## config.mk

```make
export PLATFORM = sky130hd
export DESIGN_NAME = button_click_long_double_detector_flat
export DESIGN_NICKNAME = d
export VERILOG_FILES = /design/src/bcld_pkg.sv /design/src/bcld_in_if.sv /design/src/bcld_out_if.sv /design/src/button_click_long_double_detector.sv /design/src/flat_wrapper.sv
export SDC_FILE = /design/constraint.sdc
export NUM_CORES = 1
export LEC_CHECK = 0
export BUFFER_PORTS_ARGS = -buffer_cell sky130_fd_sc_hd__buf_2
export CORE_ASPECT_RATIO = 0.75
export CORE_MARGIN = 3
export CORE_UTILIZATION = 40
export DETAILED_ROUTE_END_ITERATION = 10
export RECOVER_POWER = 100
export SETUP_SLACK_MARGIN = 0.2
export SLEW_MARGIN = 20
export SYNTH_ARGS = -nofsm -noshare
export SYNTH_HDL_FRONTEND = slang
export SYNTH_SLANG_ARGS = --single-unit
```

## constraint.sdc

```tcl
create_clock -name clk -period 5.8 [get_ports clk]
set_clock_uncertainty 0.15 [all_clocks]
set_input_delay 1.16 -clock clk [delete_from_list [all_inputs] [get_ports clk]]
set_output_delay 1.16 -clock clk [all_outputs]
set_load 0.05 [all_outputs]
```

## src/bcld_pkg.sv

```systemverilog
// Shared constants for the button click / long press / double click detector.
// Holds field widths, event codes, register indexes and register reset values.
// No dependencies.
package bcld_pkg;

  // Field and register widths.
  localparam int unsigned EventW = 2;
  localparam int unsigned CountW = 8;
  localparam int unsigned CfgIdxW = 2;
  localparam int unsigned CfgDataW = 8;

  // Event codes carried on the result channel.
  localparam logic [EventW-1:0] EV_NONE = 2'd0;
  localparam logic [EventW-1:0] EV_CLICK = 2'd1;
  localparam logic [EventW-1:0] EV_LONG = 2'd2;
  localparam logic [EventW-1:0] EV_DOUBLE = 2'd3;

  // Configuration register indexes.
  localparam logic [CfgIdxW-1:0] REG_LONG_PRESS_TICKS = 2'd0;
  localparam logic [CfgIdxW-1:0] REG_DOUBLE_CLICK_WINDOW = 2'd1;
  localparam logic [CfgIdxW-1:0] REG_ACTIVE_LEVEL = 2'd2;

  // Register values after reset.
  localparam logic [CountW-1:0] LONG_PRESS_TICKS_RST = 8'd40;
  localparam logic [CountW-1:0] DOUBLE_CLICK_WINDOW_RST = 8'd10;
  localparam logic ACTIVE_LEVEL_RST = 1'b0;

endpackage

```

## src/bcld_in_if.sv

```systemverilog
// Input channel of the detector: one sampled pin level per transaction.
// Depends on nothing but the valid/ready convention.
interface bcld_in_if;
  logic valid;
  logic ready;
  logic pin_level;

  modport source (output valid, output pin_level, input ready);
  modport sink (input valid, input pin_level, output ready);
endinterface

```

## src/bcld_out_if.sv

```systemverilog
// Result channel of the detector: one button event per transaction.
// Depends on bcld_pkg for the event width.
interface bcld_out_if;
  logic valid;
  logic ready;
  logic [bcld_pkg::EventW-1:0] button_event;

  modport source (output valid, output button_event, input ready);
  modport sink (input valid, input button_event, output ready);
endinterface

```

## src/button_click_long_double_detector.sv

```systemverilog
// Button event detector top level: debounce, long press and double click logic.
// Depends on bcld_pkg, bcld_in_if and bcld_out_if.
//
// Each input transaction carries one sampled pin level (one scan tick) and
// produces exactly one result transaction: none, click, long press or double
// click. The block takes one sample per clock cycle while the input is ready;
// the event for a sample appears in the output register on the cycle after it
// is accepted. The input is ready whenever the output register is empty or is
// being drained in the same cycle, so a waiting result does not stop the next
// sample from entering as long as the sink keeps taking results. Configuration
// writes should be made only while no result is outstanding.
module button_click_long_double_detector (
  input  logic                          clk,
  input  logic                          rst_n,
  bcld_in_if.sink                       in_ch,
  bcld_out_if.source                    out_ch,
  input  logic                          cfg_we,
  input  logic [bcld_pkg::CfgIdxW-1:0]  cfg_index,
  input  logic [bcld_pkg::CfgDataW-1:0] cfg_data
);

  // Press stage phase codes.
  localparam logic [1:0] PH_IDLE = 2'd0;
  localparam logic [1:0] PH_DEBOUNCE = 2'd1;
  localparam logic [1:0] PH_HELD = 2'd2;
  localparam logic [1:0] PH_WAITREL = 2'd3;

  localparam logic [bcld_pkg::CountW-1:0] COUNT_MAX = '1;

  // Configuration registers.
  logic [bcld_pkg::CountW-1:0] long_press_ticks_r;
  logic [bcld_pkg::CountW-1:0] double_click_window_r;
  logic                        active_level_r;

  // Detector state.
  logic [1:0]                  phase_r, phase_nxt;
  logic [bcld_pkg::CountW-1:0] hold_count_r, hold_count_nxt;
  logic                        click_pending_r, click_pending_nxt;
  logic [bcld_pkg::CountW-1:0] window_count_r, window_count_nxt;

  // Output register.
  logic                        out_valid_r;
  logic [bcld_pkg::EventW-1:0] out_event_r, event_nxt;

  logic                        pressed;
  logic                        accept;
  logic [bcld_pkg::EventW-1:0] raw_event;
  logic [bcld_pkg::CountW-1:0] hold_inc;
  logic [bcld_pkg::CountW-1:0] window_inc;

  // Handshake: the output register frees up when empty or drained this cycle.
  assign in_ch.ready = !out_valid_r || out_ch.ready;
  assign accept = in_ch.valid && in_ch.ready;
  assign out_ch.valid = out_valid_r;
  assign out_ch.button_event = out_event_r;

  assign pressed = (in_ch.pin_level == active_level_r);
  assign hold_inc = (hold_count_r == COUNT_MAX) ? hold_count_r : hold_count_r + 1'b1;
  assign window_inc = (window_count_r == COUNT_MAX) ? window_count_r : window_count_r + 1'b1;

  // Press stage: debounce, hold counting and release tracking.
  always_comb begin
    phase_nxt = phase_r;
    hold_count_nxt = hold_count_r;
    raw_event = bcld_pkg::EV_NONE;
    unique case (phase_r)
      PH_IDLE: begin
        if (pressed) phase_nxt = PH_DEBOUNCE;
      end
      PH_DEBOUNCE: begin
        if (pressed) begin
          hold_count_nxt = '0;
          phase_nxt = PH_HELD;
        end else begin
          phase_nxt = PH_IDLE;
        end
      end
      PH_HELD: begin
        if (pressed) begin
          hold_count_nxt = hold_inc;
          if (hold_inc >= long_press_ticks_r) begin
            raw_event = bcld_pkg::EV_LONG;
            phase_nxt = PH_WAITREL;
          end
        end else begin
          raw_event = bcld_pkg::EV_CLICK;
          phase_nxt = PH_IDLE;
        end
      end
      default: begin
        if (!pressed) phase_nxt = PH_IDLE;
      end
    endcase
  end

  // Click stage: hold a first click for the window, pair or expire it.
  always_comb begin
    click_pending_nxt = click_pending_r;
    window_count_nxt = window_count_r;
    event_nxt = bcld_pkg::EV_NONE;
    if (!click_pending_r) begin
      if (raw_event == bcld_pkg::EV_CLICK) begin
        window_count_nxt = '0;
        click_pending_nxt = 1'b1;
      end else begin
        event_nxt = raw_event;
      end
    end else if (raw_event == bcld_pkg::EV_CLICK) begin
      event_nxt = bcld_pkg::EV_DOUBLE;
      click_pending_nxt = 1'b0;
    end else begin
      // A long press inside the window is dropped; the window keeps counting.
      window_count_nxt = window_inc;
      if (window_inc >= double_click_window_r) begin
        event_nxt = bcld_pkg::EV_CLICK;
        click_pending_nxt = 1'b0;
      end
    end
  end

  // Configuration writes; indexes past the register list are ignored.
  always_ff @(posedge clk) begin
    if (!rst_n) begin
      long_press_ticks_r <= bcld_pkg::LONG_PRESS_TICKS_RST;
      double_click_window_r <= bcld_pkg::DOUBLE_CLICK_WINDOW_RST;
      active_level_r <= bcld_pkg::ACTIVE_LEVEL_RST;
    end else if (cfg_we) begin
      unique case (cfg_index)
        bcld_pkg::REG_LONG_PRESS_TICKS: long_press_ticks_r <= cfg_data;
        bcld_pkg::REG_DOUBLE_CLICK_WINDOW: double_click_window_r <= cfg_data;
        bcld_pkg::REG_ACTIVE_LEVEL: active_level_r <= cfg_data[0];
        default: ;
      endcase
    end
  end

  // State and output valid update on each accepted transaction; valid also clears on a drain.
  always_ff @(posedge clk) begin
    if (!rst_n) begin
      phase_r <= PH_IDLE;
      hold_count_r <= '0;
      click_pending_r <= 1'b0;
      window_count_r <= '0;
      out_valid_r <= 1'b0;
    end else begin
      if (accept) begin
        phase_r <= phase_nxt;
        hold_count_r <= hold_count_nxt;
        click_pending_r <= click_pending_nxt;
        window_count_r <= window_count_nxt;
        out_valid_r <= 1'b1;
      end else if (out_ch.ready) begin
        out_valid_r <= 1'b0;
      end
    end
  end

  // Result payload needs no reset.
  always_ff @(posedge clk) begin
    if (accept) out_event_r <= event_nxt;
  end

  // Every accepted sample leaves a result in the output register.
  a_accept_gives_result: assert property (@(posedge clk) disable iff (!rst_n)
    accept |=> out_valid_r)
    else $error("accepted sample produced no result");

  // Any reported event leaves no click waiting for a partner.
  a_event_clears_pending: assert property (@(posedge clk) disable iff (!rst_n)
    (out_valid_r && out_event_r != bcld_pkg::EV_NONE) |-> !click_pending_r)
    else $error("event reported while a click is still pending");

  // A reported long press leaves the press stage waiting for release.
  a_long_waits_release: assert property (@(posedge clk) disable iff (!rst_n)
    (out_valid_r && out_event_r == bcld_pkg::EV_LONG) |-> (phase_r == PH_WAITREL))
    else $error("long press reported outside the release wait");

  // State only moves when a sample is accepted.
  a_state_holds: assert property (@(posedge clk) disable iff (!rst_n)
    !accept |=> ($stable(phase_r) && $stable(click_pending_r) && $stable(window_count_r)))
    else $error("detector state changed without a sample");

endmodule

```

## src/flat_wrapper.sv

```systemverilog
// flat-port wrapper written by rule: the top's interface ports become plain ports
module button_click_long_double_detector_flat 
  (clk, rst_n, cfg_we, cfg_index, cfg_data, in_ch_valid, in_ch_pin_level, in_ch_ready, out_ch_valid, out_ch_button_event, out_ch_ready);
  bcld_in_if in_ch_i ();
  bcld_out_if out_ch_i ();
  input  logic clk;
  input  logic rst_n;
  input  logic cfg_we;
  input  logic [bcld_pkg::CfgIdxW-1:0] cfg_index;
  input  logic [bcld_pkg::CfgDataW-1:0] cfg_data;
  input wire logic [$bits(in_ch_i.valid)-1:0] in_ch_valid;
  input wire logic [$bits(in_ch_i.pin_level)-1:0] in_ch_pin_level;
  output wire logic [$bits(in_ch_i.ready)-1:0] in_ch_ready;
  output wire logic [$bits(out_ch_i.valid)-1:0] out_ch_valid;
  output wire logic [$bits(out_ch_i.button_event)-1:0] out_ch_button_event;
  input wire logic [$bits(out_ch_i.ready)-1:0] out_ch_ready;
  assign in_ch_i.valid = in_ch_valid;
  assign in_ch_i.pin_level = in_ch_pin_level;
  assign in_ch_ready = in_ch_i.ready;
  assign out_ch_valid = out_ch_i.valid;
  assign out_ch_button_event = out_ch_i.button_event;
  assign out_ch_i.ready = out_ch_ready;
  button_click_long_double_detector u_core (.clk(clk), .rst_n(rst_n), .in_ch(in_ch_i), .out_ch(out_ch_i), .cfg_we(cfg_we), .cfg_index(cfg_index), .cfg_data(cfg_data));
endmodule
```

After elaboration in Yosys (flattened, before gate mapping)
Index checks and enable logic that the tools add are counted.
Cells by class
  reduce and logical (&&, ||, !) cells: 14
  order comparisons: 2
  muxes and demuxes: 27
  eq/ne operators: 14
  add/subtract/negate cells: 2
Operators with widths (number)
  two-way mux 8 bit: 7
  two-way mux 2 bit: 11
  adder 8 x 1 -> 8 bit (second input constant): 2
  equality test 8 bit (second input constant): 2
  greater-or-equal comparator 8 bit: 2
  case mux 8 bit (2 select lines): 1
  AND reduction 4 bit: 2
  two-way mux 1 bit: 7
  equality test 2 x 1 -> 1 bit (second input constant): 3
  != test 2 x 1 -> 1 bit (second input constant): 3
  case mux 2 bit (3 select lines): 1
  AND reduction 2 bit: 3
  nonzero test 2 bit: 3
  equality test 2 bit (second input constant): 2
  zero test 2 bit: 2
  != test 4 bit (second input constant): 1
  != test 3 bit (second input constant): 1
  AND reduction 3 bit: 1
  != test 2 bit (second input constant): 1
  equality test 1 bit: 1
  logical AND 1 bit: 1
  zero test 1 bit: 1
  logical OR 1 bit: 1
Storage, ports and cells
  bits of input ports: 16
  logic and storage cells: 68
  output and inout bits: 4
  flip-flop bits (word level): 39

Logic depth before layout (Yosys ltp)
  depth after elaboration: 9
  gate-level depth with buffers: 12

Worst setup path after synthesis
No wires, ideal clock.
  path type: input port to output port
  start: in out_ch_ready
  end: out in_ch_ready
  path buffers: 0
  arrival: 1.614 ns
  slack: 2.876 ns
  cell stages on the path: 1
  cell sequence: nand2b_1
On the way
  word-level cells in the longest chain between the ends: 1
RTL lines
  start, declared: RTL line flat_wrapper.sv:16  | input wire logic [$bits(out_ch_i.ready)-1:0] out_ch_ready;
  logical OR 1 bit: RTL line button_click_long_double_detector.sv:52  | assign in_ch.ready = !out_valid_r || out_ch.ready;
  end, declared: RTL line flat_wrapper.sv:13  | output wire logic [$bits(in_ch_i.ready)-1:0] in_ch_ready;
No other way between the ends.

==> key figures <==
Outcome
  • Status: finished with violations
  • Failing checks: capacitance limit, slew limit

STA
  • Slew HR: -5.806%
  • Tmin final: 3.475 ns
  • Pins Over Slew Limit: 16
  • RSZ-0062 raised after global routing: false
  • Final Hold Vio Count: 0
  • Setup ws final: 2.325 ns
  • Endpoints failing setup: 0
  • Tcrit/Tclk final: 59.91%
  • Highest clock rate: 287.8 MHz
  • WHS: 0.3578 ns
  • TNS Setup: 0 ns
  • Slew @ Worst Pin: 1.584 ns

Floorplan
  • Die area: 7376 sq um
  • # rows: 24
  • Width of the chip: 98.17 microns
  • Initial core utilization: 42.65%
  • Die height: 75.13 microns
  • Core ar.: 5976 sq um
  • Io pins: 20

Cells and area
  • Layout area overhead: 7.756%
  • N_diodes: 0
  • Fin nets: 364
  • Ratio of cells with drive above 1 in the final layout: 8.869%
  • Post-layout util: 45.96%

Clock network
  • H-tree levels: 2
  • CTS max path bufs: 2
  • Cts hold-fix bufs: 0
  • Clock sink count: 39
  • CTS Buf Count: 5
  • Post-cts resize count: 0
  • Post-CTS Setup Bufs: 0
  • Clock slew at reported path FFs: 0.09 ns
  • Clock root buffer: clkbuf_8
  • Clock latency on the worst-skew pair: 0.30 ns
  • CTS tree: done

Critical path
  • CP Max Fanout: 29
  • Type of origin of the critical path: primary input
  • Worst Setup EP: u_core.hold_count_r[2]
  • Setup CP Type: primary input to flip-flop
  • Reg2reg setup slack: 2.46 ns
  • Worst path arrival time: 3.56 ns
  • R2r endpoint: u_core.phase_r[0]
  • Cells on worst reg2reg path: 11
  • Critical Path Start: rst_n
  • CP Capture Type: flip-flop
  • Worst Path Required: 5.89 ns
  • R2r startpoint: u_core.hold_count_r[0]

Logic synthesis
  • Library cells used by synthesis: 57
  • Syn Inst Count: 312
  • Mapped Area: 2549 sq um
  • FFs w/ async S/R, synth: 0%
  • Post-synth EDFFs: 2
  • Sequential fraction of the synthesis area: 31.42%
  • Syn Area/Cell: 8.169 sq um
  • Mapped Nets: 350
  • Top FF cell, synth: dfxtp_1
  • Seq cells post-synth: 39
  • Synth Warn #: 0

Global routing
  • Grt ovf: 0
  • Number of global-route vias before repair: 1987
  • Largest net degree at the start of global routing: 30
  • GRT Total Usage: 17.02%
  • First-pass GRT wire length: 9811 microns
  • Initial antenna violation count: 0

Power
  • Worst vdd ir: 0.00008756 V
  • Pleak: 1.136 nW
  • P per Cell Area: 202.0 nW/um^2

Run
  • Max Cap Viol: 1

Placement
  • Pre-CTS setup slack: 2.689 ns
  • Final GP Congestion: 0.8493
  • Port Buf Inserts: 19
  • Detailed Place HPWL: 4443 microns

Detailed routing
  • Routed WL per cell: 14.52 microns
  • Routed via count: 2214
  • DR DRC count: 0
  • Drt via density: 5.467
  • Pre-Repair DR Iteration Count: 4
  • Drt initial violations: 110
  • DRT Wirelength: 5882 microns
  • ANT nets after route: 0

Hold path
  • HP Class: flip-flop to flip-flop
## cell usage after synthesis, drive strengths merged (4+ instances only)
cell / number / area, sq um
dfxtp: 37 / 740.7
nand2: 36 / 135.1
nor2: 36 / 135.1
ha: 22 / 275.3
inv: 21 / 78.83
a21oi: 17 / 85.08
nand3: 17 / 85.08
clkbuf: 9 / 33.78
mux2i: 9 / 90.09
o21ai: 9 / 48.79
nand4: 7 / 58.81
a31oi: 6 / 37.54
nand2b: 6 / 37.54
o211ai: 6 / 45.04
xnor2: 6 / 60.06
a21boi: 4 / 33.78
and2: 4 / 27.53
mux2: 4 / 45.04
xor2: 4 / 42.55
## layout by cell type, fill, tap and decap left out, types with 9 or more instances in the layout
cell,n
nand3_1,17
a21oi_1,17
dfxtp_1,37
nor2_1,36
nand2_1,36
inv_1,21
ha_1,22
buf_2,11
mux2i_1,9
## how the worst min path moves through the flow
| stage | from | endpoint | slack [ns] | depth (start not counted) |
|---|---|---|---|---|
| 2_1_floorplan | u_core.double_click_window_r[2] | u_core.double_click_window_r[2] | 0.31 | 2 |
| 3_3_place_gp | u_core.double_click_window_r[2] | u_core.double_click_window_r[2] | 0.33 | 2 |
| 3_5_place_dp | u_core.double_click_window_r[7] | u_core.double_click_window_r[7] | 0.34 | 2 |
| 4_1_cts | u_core.phase_r[0] | u_core.phase_r[0] | 0.36 | 2 |
| 5_1_grt | u_core.phase_r[0] | u_core.phase_r[0] | 0.39 | 2 |
| 6_report | u_core.double_click_window_r[7] | u_core.double_click_window_r[7] | 0.36 | 2 |
## kinds of logic (layout without fill, tap and decap cells)
kind of cell / Yosys count / after routing / synth area share, %
buffers and inverters: 33 / 48 / 5.106
adders and majority gates: 22 / 22 / 10.80
DFF: 39 / 39 / 31.42
muxes: 13 / 13 / 5.302
xor gates and xnor gates: 10 / 10 / 4.026
AOI/OAI and AO/OA: 64 / 64 / 17.33
and+or+nand+nor: 131 / 131 / 26.02
## routing by layer
metal / wire (microns) / track usage, %
met1: 3039 / 26.05
met2: 2314 / 23.53
met3: 465 / 3.611
met4: 63 / 5.455
met5: 0 / 0
## area by class of cell
cell class                      instances  area [sq um]
Multi-Input combinational cell        240          1577
Timing Repair Buffer                   19         85.08
Inverter                               21         78.83
Clock inverter                          2         13.76
Tap cell                               78         97.59
Sequential cell                        39         800.8
Clock buffer                            6         93.84
Fill cell                             625          3229
## critical path, cell delays in order
cell and delay, ns:
clkbuf_1 0.88, inv_1 0.74, or4_1 0.68, nand3_1 0.09
## flip-flops by register name, summed over array words and instances (netlist names)
signal,count
u_core.out_ch.button_event,2
u_core.double_click_window_r,8
u_core.active_level_r,1
u_core.phase_r,2
u_core.window_count_r,8
u_core.out_ch.valid,1
u_core.hold_count_r,8
u_core.click_pending_r,1
u_core.long_press_ticks_r,8
## metrics by stage
stage,cell area [sq um],cells,total power [W]
6_report,2746,405,0.0005547
5_1_grt,2746,405,0.0005829
4_1_cts,2798,405,0.0005632
3_5_place_dp,2690,397,0.0003462
3_3_place_gp,2690,397,0.0003455
2_1_floorplan,2549,312,0.0003279
## where the power goes
group          switching (W)  internal, W   total, W
sequential        0.00000420     0.000276   0.000280
combinational      0.0000380    0.0000193  0.0000573
clock               0.000106     0.000111   0.000217
total               0.000148     0.000406   0.000555
Power figures use the tool's default switching activity.
